[src/design/spisq_pkg.sv]
package spisq_pkg;

  // Field widths
  localparam int ADDR_W    = 24;
  localparam int CNT_W     = 16;
  localparam int MAX_RES   = 6;
  localparam int RES_CNT_W = 3;
  localparam int HDR_MAX   = 4;

  // Depth of the request queue between front and back
  localparam int QUEUE_DEPTH = 2;

  // Device command bytes
  localparam logic [7:0] CMD_WREN  = 8'h06;
  localparam logic [7:0] CMD_WRITE = 8'h02;
  localparam logic [7:0] CMD_READ  = 8'h03;
  localparam logic [7:0] CMD_RDSR  = 8'h05;
  localparam logic [7:0] CMD_SE    = 8'hD8;

  // Page sizes of the EEPROM types
  localparam int PAGE_SMALL  = 16;
  localparam int PAGE_EEPROM = 32;

  // Memory type codes
  localparam logic [1:0] MT_NONE   = 2'd0;
  localparam logic [1:0] MT_SMALL  = 2'd1;
  localparam logic [1:0] MT_EEPROM = 2'd2;
  localparam logic [1:0] MT_FLASH  = 2'd3;

  typedef enum logic [2:0] {
    OP_START_READ  = 3'd0,
    OP_READ_SLOT   = 3'd1,
    OP_START_WRITE = 3'd2,
    OP_WRITE_BYTE  = 3'd3,
    OP_STATUS      = 3'd4,
    OP_ERASE       = 3'd5
  } op_t;

  typedef enum logic [1:0] {
    KIND_SEND  = 2'd0,
    KIND_RECV  = 2'd1,
    KIND_DESEL = 2'd2
  } kind_t;

  typedef enum logic [1:0] {
    MODE_IDLE  = 2'd0,
    MODE_READ  = 2'd1,
    MODE_WRITE = 2'd2,
    MODE_POLL  = 2'd3
  } mode_t;

  typedef struct packed {
    logic [2:0]        opcode;
    logic [ADDR_W-1:0] address;
    logic [CNT_W-1:0]  byte_count;
    logic [7:0]        data_byte;
  } in_req_t;

  typedef struct packed {
    logic [7:0] spi_byte;
    logic [1:0] byte_kind;
    logic       end_frame;
    logic       last;
  } out_req_t;

  typedef struct packed {
    logic [1:0] mem_type;
  } cfg_req_t;

  // One SPI slot as queued between front and back
  typedef struct packed {
    logic [7:0] spi_byte;
    logic [1:0] byte_kind;
    logic       end_frame;
  } res_t;

  // All slots caused by one request, entry 0 goes out first
  typedef struct packed {
    logic [RES_CNT_W-1:0]  count;
    res_t [MAX_RES-1:0]    res;
  } job_t;

  // Command plus address bytes
  typedef struct packed {
    logic [2:0]             len;
    logic [HDR_MAX-1:0][7:0] b;
  } hdr_t;

endpackage

[src/design/spisq_chan_if.sv]
interface spisq_chan_if #(
  parameter type payload_t = logic
);
  logic     valid;
  logic     ready;
  payload_t payload;

  modport source (output valid, output payload, input ready);
  modport sink (input valid, input payload, output ready);
endinterface

[src/design/spisq_fifo.sv]
module spisq_fifo #(
  parameter type item_t = logic,
  parameter int  DEPTH  = 2
) (
  input  logic  clk,
  input  logic  rst_n,
  input  logic  push,
  input  item_t push_data,
  output logic  full,
  input  logic  pop,
  output logic  head_valid,
  output item_t head_data
);

  localparam int PW = (DEPTH > 1) ? $clog2(DEPTH) : 1;
  localparam int CW = $clog2(DEPTH + 1);

  item_t         mem_r [DEPTH];
  logic [PW-1:0] wr_ptr_r, wr_ptr_nxt;
  logic [PW-1:0] rd_ptr_r, rd_ptr_nxt;
  logic [CW-1:0] cnt_r, cnt_nxt;

  assign full       = (cnt_r == CW'(DEPTH));
  assign head_valid = (cnt_r != '0);
  assign head_data  = mem_r[rd_ptr_r];

  // pointer and fill count update
  always_comb begin
    wr_ptr_nxt = wr_ptr_r;
    rd_ptr_nxt = rd_ptr_r;
    cnt_nxt    = cnt_r;
    if (push) begin
      wr_ptr_nxt = (wr_ptr_r == PW'(DEPTH - 1)) ? '0 : wr_ptr_r + PW'(1);
    end
    if (pop) begin
      rd_ptr_nxt = (rd_ptr_r == PW'(DEPTH - 1)) ? '0 : rd_ptr_r + PW'(1);
    end
    if (push && !pop) begin
      cnt_nxt = cnt_r + CW'(1);
    end else if (!push && pop) begin
      cnt_nxt = cnt_r - CW'(1);
    end
  end

  always_ff @(posedge clk) begin
    if (!rst_n) begin
      wr_ptr_r <= '0;
      rd_ptr_r <= '0;
      cnt_r    <= '0;
    end else begin
      wr_ptr_r <= wr_ptr_nxt;
      rd_ptr_r <= rd_ptr_nxt;
      cnt_r    <= cnt_nxt;
    end
  end

  // storage, no reset
  always_ff @(posedge clk) begin
    if (push) begin
      mem_r[wr_ptr_r] <= push_data;
    end
  end

  a_ptr_match: assert property (@(posedge clk) disable iff (!rst_n)
    (cnt_r != '0 && cnt_r != CW'(DEPTH)) |-> (rd_ptr_r != wr_ptr_r))
    else $error("queue pointers meet while partly filled");

endmodule

[src/design/spisq_front.sv]
module spisq_front #(
  parameter int FLASH_PAGE_BYTES = 256
) (
  input  logic              clk,
  input  logic              rst_n,
  spisq_chan_if.sink        in_ch,
  spisq_chan_if.sink        cfg_ch,
  input  logic              q_full,
  output logic              q_push,
  output spisq_pkg::job_t   q_job
);

  localparam int PAGE_MAX = (FLASH_PAGE_BYTES > spisq_pkg::PAGE_EEPROM) ?
                            FLASH_PAGE_BYTES : spisq_pkg::PAGE_EEPROM;
  localparam int PFW      = $clog2(PAGE_MAX + 1);
  localparam int AW       = spisq_pkg::ADDR_W;
  localparam int RCW      = spisq_pkg::RES_CNT_W;

  spisq_pkg::mode_t        mode_r, mode_nxt;
  logic [1:0]              mem_type_r;
  logic [AW-1:0]           cur_r, cur_nxt;
  logic [AW:0]             end_r, end_nxt;
  logic [PFW-1:0]          fill_r, fill_nxt;
  logic [spisq_pkg::CNT_W-1:0] rrem_r, rrem_nxt;

  logic                    acc;
  logic [2:0]              op;
  logic [AW-1:0]           addr;
  logic [spisq_pkg::CNT_W-1:0] cnt;
  logic [7:0]              db;
  logic                    is_idle;
  logic                    mt_on;
  logic [AW:0]             wr_nxt;
  logic                    wr_done;
  logic [PFW-1:0]          fill_inc;
  logic [PFW-1:0]          page_size;
  logic                    page_full;
  logic                    more;
  logic [spisq_pkg::CNT_W-1:0] rrem_dec;
  spisq_pkg::hdr_t         hdr_rd, hdr_new, hdr_cur;
  spisq_pkg::job_t         job;

  // Command byte plus address bytes for the current memory type
  function automatic spisq_pkg::hdr_t make_hdr(logic [1:0] mt, logic [7:0] cmd,
                                               logic [AW-1:0] a);
    spisq_pkg::hdr_t h;
    h = '0;
    if (mt == spisq_pkg::MT_SMALL) begin
      h.len  = 3'd2;
      h.b[0] = cmd | {4'b0, a[8], 3'b0};
      h.b[1] = a[7:0];
    end else if (mt == spisq_pkg::MT_EEPROM) begin
      h.len  = 3'd3;
      h.b[0] = cmd;
      h.b[1] = a[15:8];
      h.b[2] = a[7:0];
    end else begin
      h.len  = 3'd4;
      h.b[0] = cmd;
      h.b[1] = a[23:16];
      h.b[2] = a[15:8];
      h.b[3] = a[7:0];
    end
    return h;
  endfunction

  assign in_ch.ready  = !q_full;
  assign cfg_ch.ready = 1'b1;

  assign acc     = in_ch.valid && in_ch.ready;
  assign op      = in_ch.payload.opcode;
  assign addr    = in_ch.payload.address;
  assign cnt     = in_ch.payload.byte_count;
  assign db      = in_ch.payload.data_byte;
  assign is_idle = (mode_r == spisq_pkg::MODE_IDLE);
  assign mt_on   = (mem_type_r != spisq_pkg::MT_NONE);

  // write progress: next address, end of data, page boundary
  assign wr_nxt    = {1'b0, cur_r} + (AW + 1)'(1);
  assign wr_done   = (wr_nxt >= end_r) || wr_nxt[AW];
  assign fill_inc  = fill_r + PFW'(1);
  assign page_size = (mem_type_r == spisq_pkg::MT_SMALL)  ? PFW'(spisq_pkg::PAGE_SMALL) :
                     (mem_type_r == spisq_pkg::MT_EEPROM) ? PFW'(spisq_pkg::PAGE_EEPROM) :
                                                            PFW'(FLASH_PAGE_BYTES);
  assign page_full = (fill_inc >= page_size);
  assign more      = ({1'b0, cur_r} < end_r);
  assign rrem_dec  = rrem_r - spisq_pkg::CNT_W'(1);

  assign hdr_rd  = make_hdr(mem_type_r, spisq_pkg::CMD_READ, addr);
  assign hdr_new = make_hdr(mem_type_r, spisq_pkg::CMD_WRITE, addr);
  assign hdr_cur = make_hdr(mem_type_r, spisq_pkg::CMD_WRITE, cur_r);

  // mode next state
  always_comb begin
    mode_nxt = mode_r;
    if (acc) begin
      case (op)
        spisq_pkg::OP_START_READ: begin
          if (is_idle && mt_on && cnt != '0) mode_nxt = spisq_pkg::MODE_READ;
        end
        spisq_pkg::OP_READ_SLOT: begin
          if (mode_r == spisq_pkg::MODE_READ && rrem_dec == '0) begin
            mode_nxt = spisq_pkg::MODE_IDLE;
          end
        end
        spisq_pkg::OP_START_WRITE: begin
          if (is_idle && mt_on && cnt != '0) mode_nxt = spisq_pkg::MODE_WRITE;
        end
        spisq_pkg::OP_WRITE_BYTE: begin
          if (mode_r == spisq_pkg::MODE_WRITE && (wr_done || page_full)) begin
            mode_nxt = spisq_pkg::MODE_POLL;
          end
        end
        spisq_pkg::OP_STATUS: begin
          if (mode_r == spisq_pkg::MODE_POLL && !db[0]) begin
            mode_nxt = (more && mt_on) ? spisq_pkg::MODE_WRITE : spisq_pkg::MODE_IDLE;
          end
        end
        spisq_pkg::OP_ERASE: begin
          if (is_idle && mem_type_r == spisq_pkg::MT_FLASH) mode_nxt = spisq_pkg::MODE_POLL;
        end
        default: mode_nxt = mode_r;
      endcase
    end
  end

  // slot list and datapath next values
  always_comb begin
    job      = '0;
    cur_nxt  = cur_r;
    end_nxt  = end_r;
    fill_nxt = fill_r;
    rrem_nxt = rrem_r;
    if (acc) begin
      case (op)
        spisq_pkg::OP_START_READ: begin
          if (is_idle && mt_on) begin
            for (int i = 0; i < spisq_pkg::HDR_MAX; i++) begin
              if (3'(i) < hdr_rd.len) begin
                job.res[i] = '{hdr_rd.b[i], spisq_pkg::KIND_SEND,
                               (3'(i) == hdr_rd.len - 3'd1) && (cnt == '0)};
              end
            end
            job.count = RCW'(hdr_rd.len);
            if (cnt != '0) rrem_nxt = cnt;
          end
        end
        spisq_pkg::OP_READ_SLOT: begin
          if (mode_r == spisq_pkg::MODE_READ) begin
            rrem_nxt   = rrem_dec;
            job.res[0] = '{8'h00, spisq_pkg::KIND_RECV, rrem_dec == '0};
            job.count  = RCW'(1);
          end else if (mode_r == spisq_pkg::MODE_POLL) begin
            job.res[0] = '{8'h00, spisq_pkg::KIND_RECV, 1'b0};
            job.count  = RCW'(1);
          end
        end
        spisq_pkg::OP_START_WRITE: begin
          if (is_idle && mt_on && cnt != '0) begin
            cur_nxt    = addr;
            end_nxt    = {1'b0, addr} + {{(AW + 1 - spisq_pkg::CNT_W){1'b0}}, cnt};
            fill_nxt   = '0;
            job.res[0] = '{spisq_pkg::CMD_WREN, spisq_pkg::KIND_SEND, 1'b1};
            for (int i = 0; i < spisq_pkg::HDR_MAX; i++) begin
              if (3'(i) < hdr_new.len) begin
                job.res[i + 1] = '{hdr_new.b[i], spisq_pkg::KIND_SEND, 1'b0};
              end
            end
            job.count = RCW'(hdr_new.len + 3'd1);
          end
        end
        spisq_pkg::OP_WRITE_BYTE: begin
          if (mode_r == spisq_pkg::MODE_WRITE) begin
            fill_nxt = fill_inc;
            cur_nxt  = wr_nxt[AW-1:0];
            if (wr_done) end_nxt = {1'b0, wr_nxt[AW-1:0]};
            if (wr_done || page_full) begin
              job.res[0] = '{db, spisq_pkg::KIND_SEND, 1'b1};
              job.res[1] = '{spisq_pkg::CMD_RDSR, spisq_pkg::KIND_SEND, 1'b0};
              job.count  = RCW'(2);
            end else begin
              job.res[0] = '{db, spisq_pkg::KIND_SEND, 1'b0};
              job.count  = RCW'(1);
            end
          end
        end
        spisq_pkg::OP_STATUS: begin
          if (mode_r == spisq_pkg::MODE_POLL) begin
            if (db[0]) begin
              job.res[0] = '{8'h00, spisq_pkg::KIND_RECV, 1'b0};
              job.count  = RCW'(1);
            end else begin
              job.res[0] = '{8'h00, spisq_pkg::KIND_DESEL, 1'b1};
              job.count  = RCW'(1);
              // next page: write enable, then header at current address
              if (more && mt_on) begin
                fill_nxt   = '0;
                job.res[1] = '{spisq_pkg::CMD_WREN, spisq_pkg::KIND_SEND, 1'b1};
                for (int i = 0; i < spisq_pkg::HDR_MAX; i++) begin
                  if (3'(i) < hdr_cur.len) begin
                    job.res[i + 2] = '{hdr_cur.b[i], spisq_pkg::KIND_SEND, 1'b0};
                  end
                end
                job.count = RCW'(hdr_cur.len + 3'd2);
              end
            end
          end
        end
        spisq_pkg::OP_ERASE: begin
          if (is_idle && mem_type_r == spisq_pkg::MT_FLASH) begin
            cur_nxt    = {addr[AW-1:16], 16'h0000};
            end_nxt    = {1'b0, addr[AW-1:16], 16'h0000};
            job.res[0] = '{spisq_pkg::CMD_WREN, spisq_pkg::KIND_SEND, 1'b1};
            job.res[1] = '{spisq_pkg::CMD_SE, spisq_pkg::KIND_SEND, 1'b0};
            job.res[2] = '{addr[AW-1:16], spisq_pkg::KIND_SEND, 1'b0};
            job.res[3] = '{8'h00, spisq_pkg::KIND_SEND, 1'b0};
            job.res[4] = '{8'h00, spisq_pkg::KIND_SEND, 1'b1};
            job.res[5] = '{spisq_pkg::CMD_RDSR, spisq_pkg::KIND_SEND, 1'b0};
            job.count  = RCW'(spisq_pkg::MAX_RES);
          end
        end
        default: job = '0;
      endcase
    end
  end

  assign q_push = acc && (job.count != '0);
  assign q_job  = job;

  always_ff @(posedge clk) begin
    if (!rst_n) begin
      mode_r     <= spisq_pkg::MODE_IDLE;
      mem_type_r <= spisq_pkg::MT_NONE;
      cur_r      <= '0;
      end_r      <= '0;
      fill_r     <= '0;
      rrem_r     <= '0;
    end else begin
      mode_r <= mode_nxt;
      cur_r  <= cur_nxt;
      end_r  <= end_nxt;
      fill_r <= fill_nxt;
      rrem_r <= rrem_nxt;
      if (cfg_ch.valid) begin
        mem_type_r <= cfg_ch.payload.mem_type;
      end
    end
  end

  a_push_ok: assert property (@(posedge clk) disable iff (!rst_n)
    q_push |-> (!q_full && q_job.count <= RCW'(spisq_pkg::MAX_RES)))
    else $error("request pushed into full queue or with too many slots");

  a_write_range: assert property (@(posedge clk) disable iff (!rst_n)
    (mode_r == spisq_pkg::MODE_WRITE) |-> ({1'b0, cur_r} < end_r))
    else $error("write mode with no bytes left");

endmodule

[src/design/spisq_back.sv]
module spisq_back (
  input  logic            clk,
  input  logic            rst_n,
  input  logic            q_valid,
  input  spisq_pkg::job_t q_job,
  output logic            q_pop,
  spisq_chan_if.source    out_ch
);

  localparam int RCW = spisq_pkg::RES_CNT_W;

  spisq_pkg::res_t [spisq_pkg::MAX_RES-1:0] res_r, res_nxt;
  logic [RCW-1:0]     rem_r, rem_nxt;
  logic               out_valid_r, out_valid_nxt;
  spisq_pkg::out_req_t out_data_r, out_data_nxt;

  logic adv;
  logic busy;
  logic emit;
  logic load;

  assign adv  = !out_valid_r || out_ch.ready;
  assign busy = (rem_r != '0);
  assign emit = adv && busy;
  assign load = q_valid && (!busy || (emit && rem_r == RCW'(1)));

  assign q_pop          = load;
  assign out_ch.valid   = out_valid_r;
  assign out_ch.payload = out_data_r;

  // slot shifter: entry 0 is the next slot to send
  always_comb begin
    res_nxt = res_r;
    rem_nxt = rem_r;
    if (load) begin
      res_nxt = q_job.res;
      rem_nxt = q_job.count;
    end else if (emit) begin
      res_nxt = res_r >> $bits(spisq_pkg::res_t);
      rem_nxt = rem_r - RCW'(1);
    end
  end

  // output register
  always_comb begin
    out_valid_nxt = out_valid_r;
    out_data_nxt  = out_data_r;
    if (adv) begin
      out_valid_nxt = busy;
      out_data_nxt  = '{res_r[0].spi_byte, res_r[0].byte_kind, res_r[0].end_frame,
                        rem_r == RCW'(1)};
    end
  end

  always_ff @(posedge clk) begin
    if (!rst_n) begin
      rem_r       <= '0;
      out_valid_r <= 1'b0;
    end else begin
      rem_r       <= rem_nxt;
      out_valid_r <= out_valid_nxt;
    end
  end

  always_ff @(posedge clk) begin
    res_r      <= res_nxt;
    out_data_r <= out_data_nxt;
  end

  a_rem_bound: assert property (@(posedge clk) disable iff (!rst_n)
    rem_r <= RCW'(spisq_pkg::MAX_RES))
    else $error("slot count beyond one request's maximum");

endmodule

[src/design/spi_save_memory_command_sequencer_core.sv]
// Path: a request's first SPI slot passes through the queue, then the back end's slot
// shifter and output register, when the queue and output are empty.
// Rate: one slot per cycle at the output while the receiver is ready; a request causes
// at most 6 slots and holds the back end until they are sent; the front takes one request
// per cycle while the two-entry queue has room; requests that cause no slot are not queued.
// Reset (rst_n low, synchronous): mode idle, addresses, counts, mem_type zero, queue empty.
module spi_save_memory_command_sequencer_core #(
  parameter int FLASH_PAGE_BYTES = 256
) (
  input  logic          clk,
  input  logic          rst_n,
  spisq_chan_if.sink    in_ch,
  spisq_chan_if.sink    cfg_ch,
  spisq_chan_if.source  out_ch
);

  logic            q_push;
  logic            q_full;
  logic            q_pop;
  logic            q_valid;
  spisq_pkg::job_t q_in_job;
  spisq_pkg::job_t q_out_job;

  // request decode and sequencing state
  spisq_front #(
    .FLASH_PAGE_BYTES (FLASH_PAGE_BYTES)
  ) u_front (
    .clk    (clk),
    .rst_n  (rst_n),
    .in_ch  (in_ch),
    .cfg_ch (cfg_ch),
    .q_full (q_full),
    .q_push (q_push),
    .q_job  (q_in_job)
  );

  // slot lists waiting for the back end
  spisq_fifo #(
    .item_t (spisq_pkg::job_t),
    .DEPTH  (spisq_pkg::QUEUE_DEPTH)
  ) u_fifo (
    .clk        (clk),
    .rst_n      (rst_n),
    .push       (q_push),
    .push_data  (q_in_job),
    .full       (q_full),
    .pop        (q_pop),
    .head_valid (q_valid),
    .head_data  (q_out_job)
  );

  // one SPI slot per cycle toward the shifter while it is ready
  spisq_back u_back (
    .clk     (clk),
    .rst_n   (rst_n),
    .q_valid (q_valid),
    .q_job   (q_out_job),
    .q_pop   (q_pop),
    .out_ch  (out_ch)
  );

endmodule

[src/flat_wrapper.sv]
// flat-port wrapper written by rule: the top's interface ports become plain ports
module spi_save_memory_command_sequencer_core_flat 
#(
  parameter int FLASH_PAGE_BYTES = 256
)
  (clk, rst_n, in_ch_valid, in_ch_payload, in_ch_ready, cfg_ch_valid, cfg_ch_payload, cfg_ch_ready, out_ch_valid, out_ch_payload, out_ch_ready);
  spisq_chan_if #(.payload_t(spisq_pkg::in_req_t)) in_ch_i ();
  spisq_chan_if #(.payload_t(spisq_pkg::cfg_req_t)) cfg_ch_i ();
  spisq_chan_if #(.payload_t(spisq_pkg::out_req_t)) out_ch_i ();
  input  logic clk;
  input  logic rst_n;
  input wire logic [$bits(in_ch_i.valid)-1:0] in_ch_valid;
  input wire logic [$bits(in_ch_i.payload)-1:0] in_ch_payload;
  output wire logic [$bits(in_ch_i.ready)-1:0] in_ch_ready;
  input wire logic [$bits(cfg_ch_i.valid)-1:0] cfg_ch_valid;
  input wire logic [$bits(cfg_ch_i.payload)-1:0] cfg_ch_payload;
  output wire logic [$bits(cfg_ch_i.ready)-1:0] cfg_ch_ready;
  output wire logic [$bits(out_ch_i.valid)-1:0] out_ch_valid;
  output wire logic [$bits(out_ch_i.payload)-1:0] out_ch_payload;
  input wire logic [$bits(out_ch_i.ready)-1:0] out_ch_ready;
  assign in_ch_i.valid = in_ch_valid;
  assign in_ch_i.payload = in_ch_payload;
  assign in_ch_ready = in_ch_i.ready;
  assign cfg_ch_i.valid = cfg_ch_valid;
  assign cfg_ch_i.payload = cfg_ch_payload;
  assign cfg_ch_ready = cfg_ch_i.ready;
  assign out_ch_valid = out_ch_i.valid;
  assign out_ch_payload = out_ch_i.payload;
  assign out_ch_i.ready = out_ch_ready;
  spi_save_memory_command_sequencer_core #(.FLASH_PAGE_BYTES(FLASH_PAGE_BYTES)) u_core (.clk(clk), .rst_n(rst_n), .in_ch(in_ch_i), .cfg_ch(cfg_ch_i), .out_ch(out_ch_i));
endmodule
[config.mk]
export PLATFORM = sky130hd
export DESIGN_NAME = spi_save_memory_command_sequencer_core_flat
export DESIGN_NICKNAME = d
export VERILOG_FILES = /design/src/design/spisq_pkg.sv /design/src/design/spisq_chan_if.sv /design/src/design/spisq_fifo.sv /design/src/design/spisq_front.sv /design/src/design/spisq_back.sv /design/src/design/spi_save_memory_command_sequencer_core.sv /design/src/flat_wrapper.sv
export SDC_FILE = /design/constraint.sdc
export NUM_CORES = 1
export LEC_CHECK = 0
export BUFFER_PORTS_ARGS = -buffer_cell sky130_fd_sc_hd__buf_2
export CAP_MARGIN = 15
export CORE_ASPECT_RATIO = 1.75
export CORE_MARGIN = 1.5
export CORE_UTILIZATION = 46
export DETAILED_ROUTE_END_ITERATION = 10
export RECOVER_POWER = 100
export SKIP_CTS_REPAIR_TIMING = 1
export SLEW_MARGIN = 20
export SYNTH_ARGS = -nofsm -noshare
export SYNTH_HDL_FRONTEND = slang
export SYNTH_SLANG_ARGS = --single-unit
export TNS_END_PERCENT = 5
[constraint.sdc]
create_clock -name clk -period 6.35 [get_ports clk]
set_input_delay 1.27 -clock clk [delete_from_list [all_inputs] [get_ports clk]]
set_output_delay 1.27 -clock clk [all_outputs]
set_load 0.02 [all_outputs]
==> impl_summary.md <==
Setup path
The start of the worst register-to-register path is u_core.u_front.cur_r[10]$_SDFFE_PN0P_. The critical path capture point type is a flip-flop. The kind of cell with the highest combined delay along the critical path is compound AO/OA/AOI/OAI gates. The most common cell type on the critical path is sky130_fd_sc_hd__a21oi_1. The critical path arrival is 5.37 ns. The count of buffering cells on the critical path with inverters included is 1.

The longest individual stage delay on the worst path is 1.13 ns. For the worst setup path, the data required time is around 6.6 ns. The worst register-to-register path ends at u_core.u_fifo.mem_r[0][61]$_DFFE_PP_. The number of cells on the worst reg-to-reg path is 10. Along the worst path, the maximum fanout reaches 27. The signal on the critical path passes through ha_1 -> a21oi_1 -> o21ai_0 -> a221o_1 -> a21oi_1 -> o2111ai_1 -> and2_0 -> a31oi_1 -> nor2b_2 -> buf_4. The critical path launch point type is a flip-flop.

The slack of the worst reg-to-reg path is 1.21 ns. For this design, the slowest cell found on the critical path is sky130_fd_sc_hd__nor2b_2. The type of the setup path with the least slack is flip-flop to flip-flop.

Cells and area
Measured on the finished design, the core utilization comes to about half. The multi-input logic area is 7400 um2. The final instance area is roughly 17000 um2. Leaving out fill and tap cells, the most frequent cells in the layout are sky130_fd_sc_hd__edfxtp_1 (183), sky130_fd_sc_hd__nand2_1 (155), sky130_fd_sc_hd__nor2_1 (134).

In the final design database the tool counted between 1500 and 2000 nets. Once layout is complete, the cells apart from fillers number 1984. The area growth from synthesis to layout is 9.635%. Leaving out fill and tap cells, the most frequent cell in the layout is sky130_fd_sc_hd__edfxtp_1.

Across the whole layout, storage elements account for 7241 um2. The fraction of final layout cells sized beyond drive strength 1 is between 10% and 20%. The number of fill cells in the layout is approximately 3000.

Power
The power density over cell area is 335.9 nW/um2. The total power consumption of the routed design is 5.595 mW. The worst-case IR drop observed on VDD is 301.9 uV. The static leakage is roughly 6 nW.

Timing
Setup repair after global routing left no endpoint under its margin. The hold violation count in the final report is 0. The largest clock skew in the final design is 0.01474 ns. After layout, the minimum clock period comes to 5.138 ns. The slew at the pin with the worst max-slew slack is around 3.3 ns. Timing would allow up to 194.6 MHz. After routing, the total negative slack on setup checks comes to 0 ns. The max-slew violation count is 274. Setup slack closes at 1.212 ns. Dividing the final minimum period by the clock period gives 80.92%.

The worst hold margin is about 0.42 ns. The remaining max-slew budget at the tightest pin is -121.4%. The number of setup violations in the final report is 0.

Placement
The number of placed instances, taps included is 1936. Before CTS, the worst setup slack after placement is 1.547 ns. The area of placed instances is 15860 um2. The last weighted congestion value of the routability-driven placer is 0.9607. The count of input and output buffers is 71. Summed over all nets, the half-perimeter wirelength after detailed placement is 31.46 mm.

GRT
The aggregate global-route resource usage is between 20% and 30%. Global routing consumed, on the met3 layer, 3.105% of the routing resources. In this run the most used layer during global routing was met2. The first-pass GRT wire length is 66.83 mm. The global routing met1 resource utilization is 27.07%. The via count of the first global-routing pass is 12060.

The total congestion overflow after global routing is 0. The number of antenna violations at the first check in global routing was 0. The largest net degree at the start of global routing is 61.

Global routing used 46.32% of the available met2 tracks.

Clocking
The clock passes through at most 3 buffers. Clock-pin slew was measured on the worst setup and hold paths at 0.07 ns. TritonCTS built the clock tree. CTS built an H-tree with a depth of 1.

The worst-skew pair later-pin latency is 0.55 ns. The clock root buffer is sky130_fd_sc_hd__clkbuf_16. The number of buffers created by CTS is 26. The TritonCTS sink count is 270.

Detailed routing
The detailed-route vias per instance is just over 6. After detailed routing, the number of remaining DRC violations is 0. Wires add up to approximately 43 mm. In this run the remaining antenna-violating nets after routing total 0. Detailed routing inserted a total of approximately 12000 vias. The detailed router finished its first iteration with about 850 violations. The detailed-router iteration count before antenna repair is 7. Dividing the detail-routed wire length by the instance count gives around 22 um.

Floorplanning
Row generation in the floorplan step produced 87 rows. The horizontal extent of the die is 140.4 um. The floorplan step set the die height to 243.4 um.

The floorplan die area is 34170 um2. Once the floorplan was initialized, standard cells occupied a little under half of the core. The number of top-level pins is 73. The total area inside the core boundary comes to 32330 um2.

Synthesis
Counting flops with a built-in enable in the synthesized netlist gives 183. The synthesized netlist contains 80 unique library cells. The top flip-flop cell by instance count after synthesis is sky130_fd_sc_hd__edfxtp_1.

The average instance in the mapped netlist occupies 9.885 um2. Of the synthesized area, sequential elements account for 47.63%. Summing every instance area after synthesis gives 15190 um2. Synthesis handed over a netlist of 1537 instances.

The post-synthesis register bit count is 270. The count of warnings emitted by yosys is 0. The share of synthesized flip-flops with an asynchronous set or reset is 0%. Counting every net in the synthesized netlist gives roughly 1700.

Outcome
The final reports fail on max-capacitance violations, max-slew violations. The run finished, with violations left.

Min path
The min-delay analysis places its worst path in the category flip-flop to flip-flop. The worst hold path was traced through 0 stages. For hold timing, the worst endpoint is u_core.u_back.out_ch.payload[6]$_DFFE_PP_. The worst hold path begins at u_core.u_back.res_r[5]$_DFFE_PP_.

Job
The count of maximum capacitance violations is 6.
-- synthesized netlist by cell type, types with 5 or more instances --
cell | number | area share, %
sky130_fd_sc_hd__or3_1 | 7 | 0.29
sky130_fd_sc_hd__xor2_1 | 19 | 1.1
sky130_fd_sc_hd__o21a_1 | 8 | 0.40
sky130_fd_sc_hd__mux2_2 | 16 | 1.2
sky130_fd_sc_hd__nor2b_1 | 18 | 0.74
sky130_fd_sc_hd__a222oi_1 | 15 | 0.99
sky130_fd_sc_hd__edfxtp_1 | 183 | 36
sky130_fd_sc_hd__and2_1 | 21 | 0.86
sky130_fd_sc_hd__mux2i_1 | 80 | 5.3
sky130_fd_sc_hd__buf_2 | 11 | 0.36
sky130_fd_sc_hd__nand2b_1 | 6 | 0.25
sky130_fd_sc_hd__nand4_1 | 14 | 0.58
sky130_fd_sc_hd__and3_1 | 17 | 0.70
sky130_fd_sc_hd__xnor2_1 | 32 | 1.8
sky130_fd_sc_hd__buf_1 | 7 | 0.17
sky130_fd_sc_hd__nor3_1 | 29 | 0.96
sky130_fd_sc_hd__a22oi_1 | 22 | 1.1
sky130_fd_sc_hd__nor4_1 | 8 | 0.33
sky130_fd_sc_hd__clkbuf_1 | 68 | 1.7
sky130_fd_sc_hd__a21o_1 | 12 | 0.59
sky130_fd_sc_hd__dfxtp_1 | 87 | 11
sky130_fd_sc_hd__inv_1 | 48 | 1.2
sky130_fd_sc_hd__a21oi_1 | 125 | 4.1
sky130_fd_sc_hd__nor2_1 | 132 | 3.3
sky130_fd_sc_hd__a211oi_1 | 20 | 0.99
sky130_fd_sc_hd__nand3_1 | 33 | 1.1
sky130_fd_sc_hd__o221a_2 | 8 | 0.59
sky130_fd_sc_hd__o21ai_0 | 124 | 4.1
sky130_fd_sc_hd__a31oi_1 | 24 | 0.99
sky130_fd_sc_hd__nand2_1 | 155 | 3.8
sky130_fd_sc_hd__ha_1 | 82 | 6.8
sky130_fd_sc_hd__a22o_1 | 5 | 0.29
sky130_fd_sc_hd__and4_1 | 7 | 0.40
-- state kept, by name (all words and copies together), names as in the netlist, named ones only --
register / cells
u_core.u_front.fill_r: 9
u_core.u_front.rrem_r: 16
u_core.u_back.rem_r: 3
u_core.u_fifo.cnt_r: 2
u_core.u_fifo.wr_ptr_r: 1
u_core.u_front.cur_r: 24
u_core.u_back.out_ch.payload: 12
u_core.u_fifo.mem_r: 116
u_core.u_back.res_r: 55
u_core.u_back.out_ch.valid: 1
u_core.u_front.mem_type_r: 2
u_core.u_fifo.rd_ptr_r: 1
u_core.u_front.end_r: 25
u_core.u_front.mode_r: 2
-- logic make-up after synthesis --
| logic type | share of synthesized area, % |
|---|---|
| flip-flops | 47.63 |
| buffers and inverters | 3.722 |
| adder cells (fa/ha/maj) | 6.885 |
| other | 0.02468 |
| AND/OR/NAND/NOR | 15.25 |
| AO/OA/AOI/OAI | 17.09 |
| multiplexers | 6.456 |
| XOR/XNOR | 2.940 |
-- layout make-up --
class	count	area share (%)
tap	400	3.005
timing repair buffer	90	2.719
antenna	1	0.01502
clock buffer	28	4.079
multi-input combinational	1127	44.42
inverter	49	1.104
sequential	270	43.47
clock inverter	19	1.187
-- how the worst max path moves through the flow --
stage,startpoint,to,slack (ns),cells past startpoint
2_1_floorplan,in_ch_payload[49],u_core.u_fifo.mem_r[0][0]$_DFFE_PP_,0.63,7
3_3_place_gp,in_ch_payload[49],u_core.u_fifo.mem_r[1][62]$_DFFE_PP_,1.64,8
3_5_place_dp,in_ch_payload[49],u_core.u_fifo.mem_r[1][52]$_DFFE_PP_,1.55,8
4_1_cts,u_core.u_front.cur_r[10]$_SDFFE_PN0P_,u_core.u_fifo.mem_r[1][62]$_DFFE_PP_,1.88,10
5_1_grt,u_core.u_front.cur_r[10]$_SDFFE_PN0P_,u_core.u_fifo.mem_r[0][51]$_DFFE_PP_,0.88,10
6_report,u_core.u_front.cur_r[10]$_SDFFE_PN0P_,u_core.u_fifo.mem_r[0][61]$_DFFE_PP_,1.21,10
-- power breakdown --
part / leakage [nW] / switching (mW) / internal [mW]
clock: 0.418 / 0.699 / 0.905
combinational: 3.14 / 0.927 / 0.487
sequential: 2.38 / 0.210 / 2.37
-- routing by layer --
layer / part of all wire, % / up-vias
li1: - / 5736
met1: 37 / 5778
met2: 52 / 409
met3: 4.3 / 152
met4: 7.4 / 0
met5: 0 / -
Power figures use the tool's default switching activity.
